<file path="config.mk">
export PLATFORM = sky130hd
export DESIGN_NAME = hvn_cfg
export DESIGN_NICKNAME = d
export VERILOG_FILES = /design/src/hvn_pkg.sv /design/src/hvn_cfg.sv
export SDC_FILE = /design/constraint.sdc
export NUM_CORES = 1
export LEC_CHECK = 0
export BUFFER_PORTS_ARGS = -buffer_cell sky130_fd_sc_hd__buf_2
export CAP_MARGIN = 20
export CORE_MARGIN = 5
export CORE_UTILIZATION = 45
export CTS_CLUSTER_SIZE = 28
export DETAILED_ROUTE_END_ITERATION = 6
export PLACE_DENSITY = 0.95
export SETUP_SLACK_MARGIN = 0.4
export SLEW_MARGIN = 20
export SYNTH_ARGS = -nofsm -noshare
export SYNTH_HDL_FRONTEND = slang
export SYNTH_SLANG_ARGS = --single-unit
</file>
<file path="constraint.sdc">
create_clock -name aclk -period 2.5 [get_ports aclk]
set_input_delay 0.25 -clock aclk [delete_from_list [all_inputs] [get_ports aclk]]
set_output_delay 0.25 -clock aclk [all_outputs]
set_load 0.03 [all_outputs]
</file>
<file path="src/hvn_pkg.sv">
package hvn_pkg;

    localparam int FRAC_BITS = 16;
    localparam int DATA_W    = 32;
    localparam int ADDR_W    = 3;

    // register map, word index taken from paddr[2]
    localparam logic REG_SEED = 1'b0;

    localparam logic [DATA_W-1:0] SEED_RESET = 32'd123445454;

    // lattice hash constants
    localparam int                HASH_SHIFT = 13;
    localparam logic [DATA_W-1:0] HASH_MUL_A = 32'd60493;
    localparam logic [DATA_W-1:0] HASH_ADD_B = 32'd19990303;
    localparam logic [DATA_W-1:0] HASH_ADD_C = 32'd1376312589;
    localparam logic [DATA_W-1:0] HASH_MASK  = 32'h7fffffff;
    localparam logic [DATA_W-1:0] CORNER_ONE = 32'h40000000;

    // index offsets of the four corners: (0,0) (1,0) (0,1) (1,1), z stride 57
    localparam logic [DATA_W-1:0] OFS_00 = 32'd0;
    localparam logic [DATA_W-1:0] OFS_10 = 32'd1;
    localparam logic [DATA_W-1:0] OFS_01 = 32'd57;
    localparam logic [DATA_W-1:0] OFS_11 = 32'd58;

    // index stage, corner stage, hash (4), x lerp (2), z lerp (2)
    localparam int PIPE_DEPTH = 10;
    localparam int FX_DELAY   = 6;
    localparam int FZ_DELAY   = 8;

    typedef logic signed [DATA_W-1:0] sample_t;
    typedef logic [FRAC_BITS-1:0]     frac_t;

endpackage

</file>
<file path="src/hvn_cfg.sv">
module hvn_cfg
    import hvn_pkg::*;
(
    input  logic              aclk,
    input  logic              aresetn,
    input  logic              psel,
    input  logic              penable,
    input  logic              pwrite,
    input  logic [ADDR_W-1:0] paddr,
    input  logic [DATA_W-1:0] pwdata,
    output logic [DATA_W-1:0] prdata,
    output logic              pready,
    output logic [DATA_W-1:0] seed
);

    logic [DATA_W-1:0] seed_reg;
    logic [DATA_W-1:0] seed_next;
    logic              wr_seed;

    assign wr_seed   = psel && penable && pwrite && (paddr[2] == REG_SEED);
    assign seed_next = wr_seed ? pwdata : seed_reg;

    always_ff @(posedge aclk) begin
        if (!aresetn) begin
            seed_reg <= SEED_RESET;
        end else begin
            seed_reg <= seed_next;
        end
    end

    always_comb begin
        case (paddr[2])
            REG_SEED: prdata = seed_reg;
            default:  prdata = '0;
        endcase
    end

    assign pready = 1'b1;
    assign seed   = seed_reg;

endmodule

</file>
==> results.cfg <==
[status]
outcome = completed

[logic_synthesis]
ys_seq_area_share_pct = 39.7
ys_ff_latch = 32
yosysWarnings = 0
synth_nets = 217
syn_area_sq_um = 1610
synth.avg_cell_area_sq_um = 9.11
ys_types = 12
netlist_instances = 177

[clock_network]
cts_resized = 0
cts_sinks = 32
cts_setup_buffers = 0
cts-root-buf = clkbuf_4
cts_tree = yes
clk_pin_slew_ns = 0.09
clk-insertion-delay-late_ns = 0.31
clk_path_buf_depth = 2
h-tree-depth = 2
cts.hold.buffers_added = 0
cts_buffers = 5

[sta]
slew_headroom_pct = 42.2
fin_setup_tns_ns = 0
setup_slack_ns = 1.01
final-setup-viol-count = 0
post-route-period-util_pct = 59.6
worst_pin_slew_ns = 0.867
period_minus_slack_ns = 1.49
rsz0062_at_grt = false
final_hold_viol_count = 0
fmax_mhz = 672
finalMaxSlewViolations = 0
fin_skew_ns = 0

[finish]
drive_gt1_share_pct = 40.8
largest_register_ffs = 32
n_antenna_cell = 0
fin_util_pct = 62.6
final_cell_mix = 101 x buf_2, 60 x nor2b_1, 34 x nand2_1
layout.cells.non_filler = 318
syn_to_final_growth_pct = 32.6
layout_commonest_cell = buf_2
stdcell_area_sq_um = 2140
nets = 311

[pwr]
max-vdd-ir-drop_uv = 350
p_leak_nw = 0.981
power_density_nw_per_um2 = 474

[floorplan]
initial_core_util_pct = 47.2
die_w_microns = 69.9
core_sq_um = 3420
io_pins = 105
die_h_microns = 69.9
dieArea_sq_um = 4880
rows = 21

[place]
placed_cell_area_sq_um = 2080
dp_slack_ns = 0.664
io_buffer_count = 101
dp.cells = 310
hpwl_microns = 2810
globalplace.congestion = 0.755

[setup_path]
cp_top_family = simple AND/OR/NAND/NOR gates
crit_buf_inv = 2
crit_chain = buf_2 > and4b_2 > buf_12 > mux2i_1
worstPathMaxFanout = 33
crit_path_end_kind = flip-flop
critPathKind = in -> reg
cp.arrival_ns = 1.73
critPathSlowestCell = and4b_2
cp-start-kind = primary input
slowest_delay_ns = 0.72
critPathRequiredTime_ns = 2.74

[route]
dr_total_vias = 1431
drt_iter0_drc = 37
wl_per_cell_microns = 11.7
ant_nets = 0
routed_wl_microns = 3730
viasPerCell = 4.50
drtPass1Iterations = 5
route.detailed.drc = 0

[grt]
grt_pass1_vias = 1394
grt_first_pass_wirelength_microns = 6050
grt_antenna_before_repair = 0
grt_start_max_net_pins = 65
grt-ovfl-total = 0
grtUsageTotal_pct = 15.0

[worst_hold_path]
hold_path_class = in -> reg

[job]
maxCapViolCount = 0
[metal layers]
layer | GRT usage (%) | share of wire (%) | routed length, microns | up-vias
li1 | - | - | - | 742
met1 | 16.4 | 42 | 1560 | 625
met2 | 26.7 | 49 | 1840 | 59
met3 | 6.89 | 8.3 | 311 | 5
met4 | 3.19 | 0.72 | 27 | 0
met5 | 0 | 0 | 0 | -
[worst register-to-register path: stages (launching register included)]
cell     delay, ns
dfxtp_1       0.37
nand2_1       0.08
mux2i_1       0.17
[where the power goes]
group          internal [mW]  switching (mW)  leakage (nW)
clock network          0.139           0.156        0.0326
registers              0.521         0.00738         0.260
logic                 0.0717           0.120         0.689
[Yosys cell counts, drive strengths merged]
| master | n | area, sq um |
|---|---|---|
| conb | 1 | 3.75 |
| nor2b | 60 | 375 |
| and2b | 2 | 17.5 |
| and4b | 1 | 10.0 |
| mux2i | 32 | 320 |
| buf | 6 | 83.8 |
| clkbuf | 9 | 33.8 |
| dfxtp | 32 | 641 |
| nand2 | 34 | 128 |
[cells by family (layout without fill, tap and decap cells)]
family | after synthesis | after routing | synth area share, %
muxes | 32 | 32 | 19.9
other | 1 | 1 | 0.233
and+or+nand+nor | 97 | 97 | 32.9
buffers and inverters | 15 | 110 | 7.29
DFF | 32 | 32 | 39.7
[worst paths after layout]
check	startpoint	to	slack [ns]	depth (start not counted)
hold reg to reg	seed[0]	seed[0]	0.47	2
hold / removal	pwdata[12]	seed[12]	0.17	3
setup reg to reg	seed[31]	seed[31]	1.81	2
setup / recovery	paddr[2]	seed[4]	1.01	4
[final cells by class]
| cell class | instances | area, sq um |
|---|---|---|
| Clock buffer | 8 | 58.8 |
| Fill cell | 308 | 1280 |
| Tap cell | 46 | 57.6 |
| Timing Repair Buffer | 102 | 526 |
| Sequential cell | 32 | 641 |
| Multi-Input combinational cell | 130 | 856 |
[per-stage QoR]
step           hold slack, ns  total power, mW
2_1_floorplan           0.392            0.674
3_3_place_gp            0.450            0.729
3_5_place_dp            0.459            0.734
4_1_cts                 0.151             1.03
5_1_grt                 0.137             1.07
6_report                0.167             1.01
Power figures use the tool's default switching activity.
