## src/hvn_pkg.sv

```systemverilog
package hvn_pkg;

    localparam int FRAC_BITS = 16;
    localparam int DATA_W    = 32;
    localparam int ADDR_W    = 3;

    // register map, word index taken from paddr[2]
    localparam logic REG_SEED = 1'b0;

    localparam logic [DATA_W-1:0] SEED_RESET = 32'd123445454;

    // lattice hash constants
    localparam int                HASH_SHIFT = 13;
    localparam logic [DATA_W-1:0] HASH_MUL_A = 32'd60493;
    localparam logic [DATA_W-1:0] HASH_ADD_B = 32'd19990303;
    localparam logic [DATA_W-1:0] HASH_ADD_C = 32'd1376312589;
    localparam logic [DATA_W-1:0] HASH_MASK  = 32'h7fffffff;
    localparam logic [DATA_W-1:0] CORNER_ONE = 32'h40000000;

    // index offsets of the four corners: (0,0) (1,0) (0,1) (1,1), z stride 57
    localparam logic [DATA_W-1:0] OFS_00 = 32'd0;
    localparam logic [DATA_W-1:0] OFS_10 = 32'd1;
    localparam logic [DATA_W-1:0] OFS_01 = 32'd57;
    localparam logic [DATA_W-1:0] OFS_11 = 32'd58;

    // index stage, corner stage, hash (4), x lerp (2), z lerp (2)
    localparam int PIPE_DEPTH = 10;
    localparam int FX_DELAY   = 6;
    localparam int FZ_DELAY   = 8;

    typedef logic signed [DATA_W-1:0] sample_t;
    typedef logic [FRAC_BITS-1:0]     frac_t;

endpackage

```

## src/hvn_hash.sv

```systemverilog
module hvn_hash
    import hvn_pkg::*;
(
    input  logic              aclk,
    input  logic              en,
    input  logic [DATA_W-1:0] n_in,
    output sample_t           corner
);

    // four stages: n*n, *A+B, n*t, +C / mask / 1-x
    logic [DATA_W-1:0] sq_reg, sq_next;
    logic [DATA_W-1:0] n1_reg;
    logic [DATA_W-1:0] t_reg, t_next;
    logic [DATA_W-1:0] n2_reg;
    logic [DATA_W-1:0] p_reg, p_next;
    sample_t           corner_reg, corner_next;

    assign sq_next     = n_in * n_in;
    assign t_next      = sq_reg * HASH_MUL_A + HASH_ADD_B;
    assign p_next      = n2_reg * t_reg;
    assign corner_next = sample_t'(CORNER_ONE - ((p_reg + HASH_ADD_C) & HASH_MASK));

    always_ff @(posedge aclk) begin
        if (en) begin
            sq_reg     <= sq_next;
            n1_reg     <= n_in;
            t_reg      <= t_next;
            n2_reg     <= n1_reg;
            p_reg      <= p_next;
            corner_reg <= corner_next;
        end
    end

    assign corner = corner_reg;

endmodule

```

## config.mk

```make
export PLATFORM = sky130hd
export DESIGN_NAME = hvn_hash
export DESIGN_NICKNAME = d
export VERILOG_FILES = /design/src/hvn_pkg.sv /design/src/hvn_hash.sv
export SDC_FILE = /design/constraint.sdc
export NUM_CORES = 2
export LEC_CHECK = 0
export ABC_CLOCK_PERIOD_IN_PS = 10800
export BUFFER_PORTS_ARGS = -buffer_cell sky130_fd_sc_hd__buf_2
export CORE_MARGIN = 2
export CORE_UTILIZATION = 50
export CTS_BUF_LIST = sky130_fd_sc_hd__clkbuf_4 sky130_fd_sc_hd__clkbuf_8 sky130_fd_sc_hd__clkbuf_16
export DETAILED_ROUTE_END_ITERATION = 12
export PLACE_DENSITY = 0.69
export SLEW_MARGIN = 20
export SYNTH_ARGS = -nofsm -noshare
export SYNTH_HDL_FRONTEND = slang
export SYNTH_SLANG_ARGS = --single-unit
export TNS_END_PERCENT = 1
```

## constraint.sdc

```tcl
create_clock -name aclk -period 10.8 [get_ports aclk]
set_input_delay 0 -clock aclk [delete_from_list [all_inputs] [get_ports aclk]]
set_output_delay 0 -clock aclk [all_outputs]
set_load 0.005 [all_outputs]
```

==> flow_summary.toml <==
[outcome]
outcome = "finished, final reports clean"

[sta]
maxSlewHeadroom_pct = 28.02
fin_crit_sh_pct = 70.58
setup_viol = 0
rsz0062_at_grt = "no"
fin_skew_ns = 0.01497
fin_crit_ns = 7.623
fin_tns_setup_ns = 0
tightest_slew_ns = 1.080
max_freq_mhz = 131.2
hold_violations = 0
slew_violations = 0

[final_layout]
seq_area_um2 = 5525
nFillCells = 7119
synthToLayoutAreaGrowth_pct = 5.252
largest_reg_flops = 32
multi_input_comb_area_um2 = 30650
layout-drive-gt1-share_pct = 3.538
antenna_cells = 0
layout.nets = 5290
fin_cells = 5074
fin_util_pct = 53.03

[grt]
grt_use_total_pct = 22.16
grt_pass1_vias = 29283
grt_overflow = 0
grt_pass1_wl_um = 145300
antenna_found_initial = 1
grt_max_degree = 110

[floorplanning]
fp.dieW_um = 288.4
row_count = 104
ios = 66
core_area_um2 = 80290
initial_core_util_pct = 50.38
dieHeight_um = 288.4
dieArea_um2 = 83190

[yosys]
avgSynthCellArea_um2 = 10.09
synth_cell_types = 76
synth-main-ff-cell = "edfxtp_1"
synth-edff-count = 184
ys_ff_latch = 184
synth_area_um2 = 40450
async_flop_share_pct = 0
synthCells = 4008
synth-warning-count = 0
yosysSeqAreaShare_pct = 13.66

[worst_hold_path]
hp-class = "in2reg"

[worst_setup_path]
path_class = "reg2reg"
r2r_slack_ns = 3.18
critical_path_arrival_ns = 7.88
cp-end-kind = "flip-flop"
cp_max_fo = 24
start_kind = "flip-flop"
cp.required_ns = 11.06

[placement]
place_hpwl_um = 69890
gp_congestion = 0.8773
portBuffers = 64
placed_cells = 5020

[clocking]
clock-root-buffer = "clkbuf_16"
cts-buffers-inserted = 17
clk_pin_slew_ns = 0.08
clockBufferDepth = 2
ctsResizeCount = 0
cts.sinks = 184
cts_tree = "yes"
cts_max_level = 4
insertion_delay_ns = 0.50

[route]
viasPerCell = 5.155
drt-pass1-iter-count = 6
drt-initial-drc-count = 1284
vias = 26159
drc = 0
wl_per_cell_um = 16.82
routed_wl_um = 85360
ant_nets = 0

[job]
maxCapViolCount = 0
-- area by class of cell --
cell class / instances / share of cell area, %
clock inverters: 14 / 0.4849
flip-flops and latches: 184 / 12.98
multi-input cells: 2692 / 72.00
well taps: 1060 / 3.115
repair buffers: 100 / 1.537
inverters: 1006 / 8.869
clock buffers: 18 / 1.017
-- final timing paths --
path	start	to	cells after the start
min	n_in[8]	n1_reg[8]$_DFFE_PP_	1
min reg2reg	n1_reg[7]$_DFFE_PP_	n2_reg[7]$_DFFE_PP_	0
max reg2reg	t_reg[7]$_DFFE_PP_	p_reg[29]$_DFFE_PP_	23
max	t_reg[7]$_DFFE_PP_	p_reg[29]$_DFFE_PP_	23
-- per-stage QoR --
| step | hold WS [ns] | cell area (um2) | setup slack [ns] |
|---|---|---|---|
| 6_report | 0.03310 | 42580 | 3.177 |
| 5_1_grt | 0.02720 | 42580 | 2.885 |
| 4_1_cts | 0.006925 | 42580 | 3.215 |
| 3_5_place_dp | 0.1822 | 41720 | 3.240 |
| 3_3_place_gp | 0.1851 | 41720 | 3.296 |
| 2_1_floorplan | 0.09887 | 40470 | 3.902 |
-- synthesized netlist by cell type, types with 3 or more instances --
cell type  count  area share, %
and3_1        10           0.15
ha_1         402             12
o2111ai_1      5           0.11
a21o_1        39           0.72
a21boi_0       3          0.056
or3_1          3          0.046
and4_1         4          0.087
and2_1       333            5.2
or2_2          7           0.11
nor2_1        67           0.62
inv_1       1006            9.3
a31oi_1        7           0.11
mux2i_1        3          0.074
fa_1         853             42
xnor2_1      178            3.9
nand2b_1      11           0.17
o211ai_1       6           0.11
o21ai_0       42           0.52
a22o_1         3          0.065
o21bai_1      14           0.26
o22ai_1        5          0.077
nand3_1       19           0.24
edfxtp_1     184             14
buf_1          5          0.046
o21a_1         8           0.15
a31o_2         5           0.11
xor2_1        53            1.1
nor3_1        18           0.22
a211oi_1      15           0.28
nor2b_1       20           0.31
a21oi_1       77           0.95
clkbuf_1     117            1.1
nor4b_1        3          0.065
buf_2          6          0.074
nor3b_1        5          0.093
nor4_1         7           0.11
o21ai_2        3          0.065
nand4_1        7           0.11
nand2_1      409            3.8
-- critical path, cell delays in order (launching register included) --
cell      delay, ns
edfxtp_1       1.04
nand2_1        0.24
fa_1           0.48
inv_1          0.09
fa_1           0.43
fa_1           0.52
inv_1          0.06
fa_1           0.48
inv_1          0.05
fa_1           0.50
inv_1          0.05
fa_1           0.53
inv_1          0.05
fa_1           0.44
fa_1           0.39
ha_1           0.37
a21o_1         0.18
a21o_1         0.17
a21oi_1        0.23
nand2_1        0.08
o221ai_1       0.38
o221a_2        0.32
mux2i_1        0.18
nand2_1        0.07
-- cell usage in the layout (no fill, tap or decap), drive strengths merged, types with 4 or more instances in the layout --
cell type,instances
clkinv,4
nor3,19
a21oi,79
or2,7
nor4b,4
buf,77
xnor2,179
conb,7
a31o,6
and3,11
nor2b,20
o2111ai,5
and4,4
o21ai,47
o21a,8
o21bai,14
edfxtp,184
o22ai,5
nand2b,11
fa,853
nand2,409
a31oi,8
nand4,7
a211oi,15
nor2,67
ha,402
clkbuf,19
nand3,19
a21o,39
nor3b,5
nor4,7
xor2,53
inv,1013
dlygate4sd3,22
o211ai,6
and2,333
-- per-layer routing --
metal  global-route usage (%)  part of all wire [%]
met2                    39.75                    51
met3                    2.923                   4.7
met4                    6.710                   2.5
met5                        0                     0
met1                    27.87                    42
-- repair_timing --
item	in CTS	in global routing
hold buffers	22	0
buffers inserted	0	0
endpoints found under the setup margin	0	0
hold endpoints to repair	22	0
-- kinds of logic after synthesis --
| kind of cell | Yosys count | synth area share [%] |
|---|---|---|
| compound gates | 261 | 4.361 |
| xor+xnor | 232 | 5.070 |
| fa+ha+maj | 1255 | 54.65 |
| buf+inv | 1137 | 10.61 |
| flops | 184 | 13.66 |
| mux | 3 | 0.07424 |
| other cells | 2 | 0.01857 |
| simple gates | 934 | 11.56 |
Power is not shown: default switching activity piles up to over one toggle a cycle in this logic, so the estimate is an artifact.
