==> src/hvn_pkg.sv <==
package hvn_pkg;

    localparam int FRAC_BITS = 16;
    localparam int DATA_W    = 32;
    localparam int ADDR_W    = 3;

    // register map, word index taken from paddr[2]
    localparam logic REG_SEED = 1'b0;

    localparam logic [DATA_W-1:0] SEED_RESET = 32'd123445454;

    // lattice hash constants
    localparam int                HASH_SHIFT = 13;
    localparam logic [DATA_W-1:0] HASH_MUL_A = 32'd60493;
    localparam logic [DATA_W-1:0] HASH_ADD_B = 32'd19990303;
    localparam logic [DATA_W-1:0] HASH_ADD_C = 32'd1376312589;
    localparam logic [DATA_W-1:0] HASH_MASK  = 32'h7fffffff;
    localparam logic [DATA_W-1:0] CORNER_ONE = 32'h40000000;

    // index offsets of the four corners: (0,0) (1,0) (0,1) (1,1), z stride 57
    localparam logic [DATA_W-1:0] OFS_00 = 32'd0;
    localparam logic [DATA_W-1:0] OFS_10 = 32'd1;
    localparam logic [DATA_W-1:0] OFS_01 = 32'd57;
    localparam logic [DATA_W-1:0] OFS_11 = 32'd58;

    // index stage, corner stage, hash (4), x lerp (2), z lerp (2)
    localparam int PIPE_DEPTH = 10;
    localparam int FX_DELAY   = 6;
    localparam int FZ_DELAY   = 8;

    typedef logic signed [DATA_W-1:0] sample_t;
    typedef logic [FRAC_BITS-1:0]     frac_t;

endpackage

==> src/hvn_lerp.sv <==
module hvn_lerp
    import hvn_pkg::*;
(
    input  logic    aclk,
    input  logic    en,
    input  sample_t a,
    input  sample_t b,
    input  frac_t   f,
    output sample_t y
);

    localparam int DIFF_W = DATA_W + 1;
    localparam int PROD_W = DIFF_W + FRAC_BITS + 1;

    // a*(1-f) + b*f == a*2^F + (b-a)*f, and the floor of the shift keeps a exact
    logic signed [DIFF_W-1:0] diff_reg, diff_next;
    sample_t                  a_reg;
    frac_t                    f_reg;
    logic signed [PROD_W-1:0] prod;
    logic signed [PROD_W-1:0] sum;
    sample_t                  y_reg, y_next;

    assign diff_next = $signed({b[DATA_W-1], b}) - $signed({a[DATA_W-1], a});
    assign prod      = diff_reg * $signed({1'b0, f_reg});
    assign sum       = (prod >>> FRAC_BITS) + PROD_W'(a_reg);
    assign y_next    = sum[DATA_W-1:0];

    always_ff @(posedge aclk) begin
        if (en) begin
            diff_reg <= diff_next;
            a_reg    <= a;
            f_reg    <= f;
            y_reg    <= y_next;
        end
    end

    assign y = y_reg;

endmodule

==> config.mk <==
export PLATFORM = sky130hd
export DESIGN_NAME = hvn_lerp
export DESIGN_NICKNAME = d
export VERILOG_FILES = /design/src/hvn_pkg.sv /design/src/hvn_lerp.sv
export SDC_FILE = /design/constraint.sdc
export NUM_CORES = 1
export LEC_CHECK = 0
export BUFFER_PORTS_ARGS = -buffer_cell sky130_fd_sc_hd__buf_4
export CAP_MARGIN = 20
export CORE_UTILIZATION = 40
export CTS_CLUSTER_SIZE = 20
export DETAILED_ROUTE_END_ITERATION = 10
export PLACE_DENSITY = 0.63
export SYNTH_ARGS = -nofsm -noshare
export SYNTH_HDL_FRONTEND = slang
export SYNTH_SLANG_ARGS = --single-unit
==> constraint.sdc <==
create_clock -name aclk -period 7.95 [get_ports aclk]
set_clock_uncertainty 0.2 [all_clocks]
set_input_delay 2.385 -clock aclk [delete_from_list [all_inputs] [get_ports aclk]]
set_output_delay 2.385 -clock aclk [all_outputs]
set_load 0.05 [all_outputs]
==> flow_metrics.env <==
export IMPL_tns_ns=-3.73
export IMPL_critical_path_endpoint="y[30]"
export IMPL_run_status="complete, but fails checks"
export IMPL_synth_async_sr_flop_share_pct=0
export IMPL_clk_latency_ns=0.48
export IMPL_worstSetupEndpointType="flip-flop"
export IMPL_critical_path_peak_fanout=6
export IMPL_post_drt_wl_per_cell_um=16.7
export IMPL_synth_top_cells_by_area="sky130_fd_sc_hd__fa_1 42%, sky130_fd_sc_hd__edfxtp_1 14%, sky130_fd_sc_hd__inv_1 9.8%"
export IMPL_worstSetupStartpoint="diff_reg[6]"
export IMPL_drt_wl_total_um=60800
export IMPL_worst_slew_pin_slew_ns=0.834
export IMPL_placementRows=88
export IMPL_max_clock_freq_ghz=0.118
export IMPL_cp_start_kind="flip-flop"
export IMPL_number_of_enable_type_register_cells_in_the_synthesized_netlist=113
export IMPL_pin_count_of_the_biggest_net_entering_global_routing=58
export IMPL_cts_made_buffers=17
export IMPL_post_route_cells_drive_above_1_share_pct=20.1
export IMPL_maxCapViolations=0
export IMPL_initial_core_util_pct=40.7
export IMPL_areaGrowthSynthToFinish_pct=22.4
export IMPL_mapped_cell_area_um2=23700
export IMPL_final_cell_count_no_fill=3641
export IMPL_timing_final_ws_setup_ns=-0.502
export IMPL_cp_data_arrival_time_ns=8.48
export IMPL_yosys_area_top_type="sky130_fd_sc_hd__fa_1"
export IMPL_die_height_um=245
export IMPL_grt_antenna_before_repair=0
export IMPL_timing_critical_path_slowest_stage_cell="sky130_fd_sc_hd__fa_1"
export IMPL_largest_reg_flops=33
export IMPL_critPathRequiredTime_ns=7.98
export IMPL_clk_pin_slew_ns=0.06
export IMPL_synth_seq_area_share_pct=14.3
export IMPL_critPathTopFamily="adder cells"
export IMPL_cts_hold_fix_buffers=0
export IMPL_fin_nets=3613
export IMPL_worst_setup_path_type="reg -> reg"
export IMPL_grt_first_pass_wirelength_um=99700
export IMPL_drt_pre_antenna_iters=6
export IMPL_antennaDiodeCount=0
export IMPL_ys_seq_elements=113
export IMPL_timing_critical_path_mode_cell="sky130_fd_sc_hd__fa_1"
export IMPL_dp_cells=3563
export IMPL_cts_htree_levels=4
export IMPL_path_depth_of_the_worst_reg2reg_path=35
export IMPL_drc=0
export IMPL_detailroute_via_count=17631
export IMPL_reg2reg_setup_slack_ns=-0.50
export IMPL_yosysUniqueCellTypes=57
export IMPL_netlist_instances=2494
export IMPL_min_period_ns=8.45
export IMPL_count_of_pins_on_the_block_boundary=114
export IMPL_synthesis_nets=3244
export IMPL_postSynthAreaPerCell_um2=9.49
export IMPL_failed_checks="setup timing"
export IMPL_port_buffers=113
export IMPL_worstReg2RegStart="diff_reg[6]"
export IMPL_yosysWarnings=0
export IMPL_post_dp_hpwl_um=51200
export IMPL_final_weighted_congestion_in_routability_driven_placement=0.868
export IMPL_period_share_pct=106
export IMPL_setup_repair_after_global_routing_missed_its_margin="true"
export IMPL_grtUsageTotal_pct=21.5
export IMPL_core_um2=58100
export IMPL_cts_path_max_buffers=2
export IMPL_detail_route_vias_per_cell=4.84
export IMPL_cts_sinks=113
export IMPL_slew_violations=0
export IMPL_crit_buf_inv=5
export IMPL_hold_class="reg -> reg"
export IMPL_fraction_of_synthesized_cell_area_taken_by_the_top_area_cell_type_pct=41.5
export IMPL_root_buffer="sky130_fd_sc_hd__clkbuf_16"
export IMPL_cp_slowest_stage_delay_ns=0.53
export IMPL_ant_nets=0
export IMPL_grt_overflow_total=0
export IMPL_final_hold_violation_count=0
export IMPL_worst_slew_slack_as_a_fraction_of_its_limit_pct=44.4
export IMPL_ys_flop_type="sky130_fd_sc_hd__edfxtp_1"
export IMPL_fp_dieArea_um2=60200
export IMPL_worstSetupPathDepth=35
export IMPL_via_count_of_the_first_global_routing_pass=19078
export IMPL_initialDrtViolationCount=798
export IMPL_cts_tree="built"
export IMPL_finalSetupViolCount=14
export IMPL_regToRegEndpoint="y[30]"
export IMPL_die_width_um=245
==> worst min-delay path by stage <==
stage	startpoint	endpoint	slack, ns	cells past startpoint
global placement	a_reg[0]	y[0]	0.40	1
detailed placement	a_reg[0]	y[0]	0.38	1
CTS	a_reg[0]	y[0]	0.42	1
finish	a_reg[0]	y[0]	0.43	1
floorplan	a_reg[0]	y[0]	0.33	1
global route	a_reg[0]	y[0]	0.45	1
==> cells in the mapped netlist (6+ instances only) <==
| cell type | count |
|---|---|
| sky130_fd_sc_hd__fa_1 | 491 |
| sky130_fd_sc_hd__inv_1 | 616 |
| sky130_fd_sc_hd__edfxtp_1 | 113 |
| sky130_fd_sc_hd__nand2b_1 | 13 |
| sky130_fd_sc_hd__nand4_1 | 8 |
| sky130_fd_sc_hd__nor3_1 | 19 |
| sky130_fd_sc_hd__and3_1 | 6 |
| sky130_fd_sc_hd__a21o_1 | 36 |
| sky130_fd_sc_hd__nand3_1 | 13 |
| sky130_fd_sc_hd__ha_1 | 177 |
| sky130_fd_sc_hd__nor2b_1 | 9 |
| sky130_fd_sc_hd__a211oi_1 | 7 |
| sky130_fd_sc_hd__xor2_1 | 17 |
| sky130_fd_sc_hd__xnor2_1 | 74 |
| sky130_fd_sc_hd__a21oi_2 | 7 |
| sky130_fd_sc_hd__nor2_1 | 66 |
| sky130_fd_sc_hd__o21ai_1 | 8 |
| sky130_fd_sc_hd__o21bai_1 | 7 |
| sky130_fd_sc_hd__clkbuf_1 | 81 |
| sky130_fd_sc_hd__a21oi_1 | 62 |
| sky130_fd_sc_hd__nand2_1 | 358 |
| sky130_fd_sc_hd__o21ai_0 | 33 |
| sky130_fd_sc_hd__and2_1 | 199 |
| sky130_fd_sc_hd__o21a_1 | 21 |
==> metrics by stage <==
stage	worst slack (ns)	util (%)	instance area, um^2	hold WS [ns]
6_report	-0.502	49.8	29000	0.426
5_1_grt	-0.803	49.8	29000	0.452
4_1_cts	-0.519	49.3	28600	0.417
3_5_place_dp	-0.802	47.2	27500	0.383
3_3_place_gp	-0.719	47.2	27500	0.398
2_1_floorplan	0.000403	-	23800	0.326
==> timing repair <==
action	4_1_cts	5_1_grt
cloned	2	0
endpoints found under the setup margin	20	23
pin swaps	99	49
buffers inserted	25	21
gates resized for setup	91	45
==> cell usage in the layout (no fill, tap or decap), drive strengths merged, types with 21 or more instances in the layout <==
master,n
buf,431
edfxtp,113
fa,491
a21oi,70
and2,199
o21a,21
a21o,37
o21ai,43
nand2,358
xnor2,74
nor2,66
inv,616
ha,177
==> layout make-up <==
| class | instances | area, um^2 |
|---|---|---|
| fillers | 5372 | 29200 |
| multi-input cells | 1684 | 18200 |
| repair buffers | 431 | 3530 |
| flip-flops and latches | 113 | 3390 |
| inverters | 616 | 2310 |
| well taps | 765 | 957 |
| clock buffers | 20 | 437 |
| clock inverters | 12 | 118 |
==> layer usage <==
layer	share of wire, %	vias up	track usage, %	routed length [um]
li1	-	8201	-	-
met1	42	9018	27.6	25700
met2	52	340	37.9	31700
met3	3.4	72	2.43	2070
met4	2.2	0	6.38	1350
met5	0	-	0	0
==> kinds of logic (layout without fill, tap and decap cells) <==
group | after synthesis | in the layout | synth area share, %
flops | 113 | 113 | 14.3
fa+ha+maj | 668 | 668 | 50.9
simple gates | 700 | 700 | 13.9
xor+xnor | 91 | 91 | 3.37
buf+inv | 697 | 1079 | 11.1
compound gates | 225 | 225 | 6.50
Power is not shown: default switching activity piles up to over one toggle a cycle in this logic, so the estimate is an artifact.
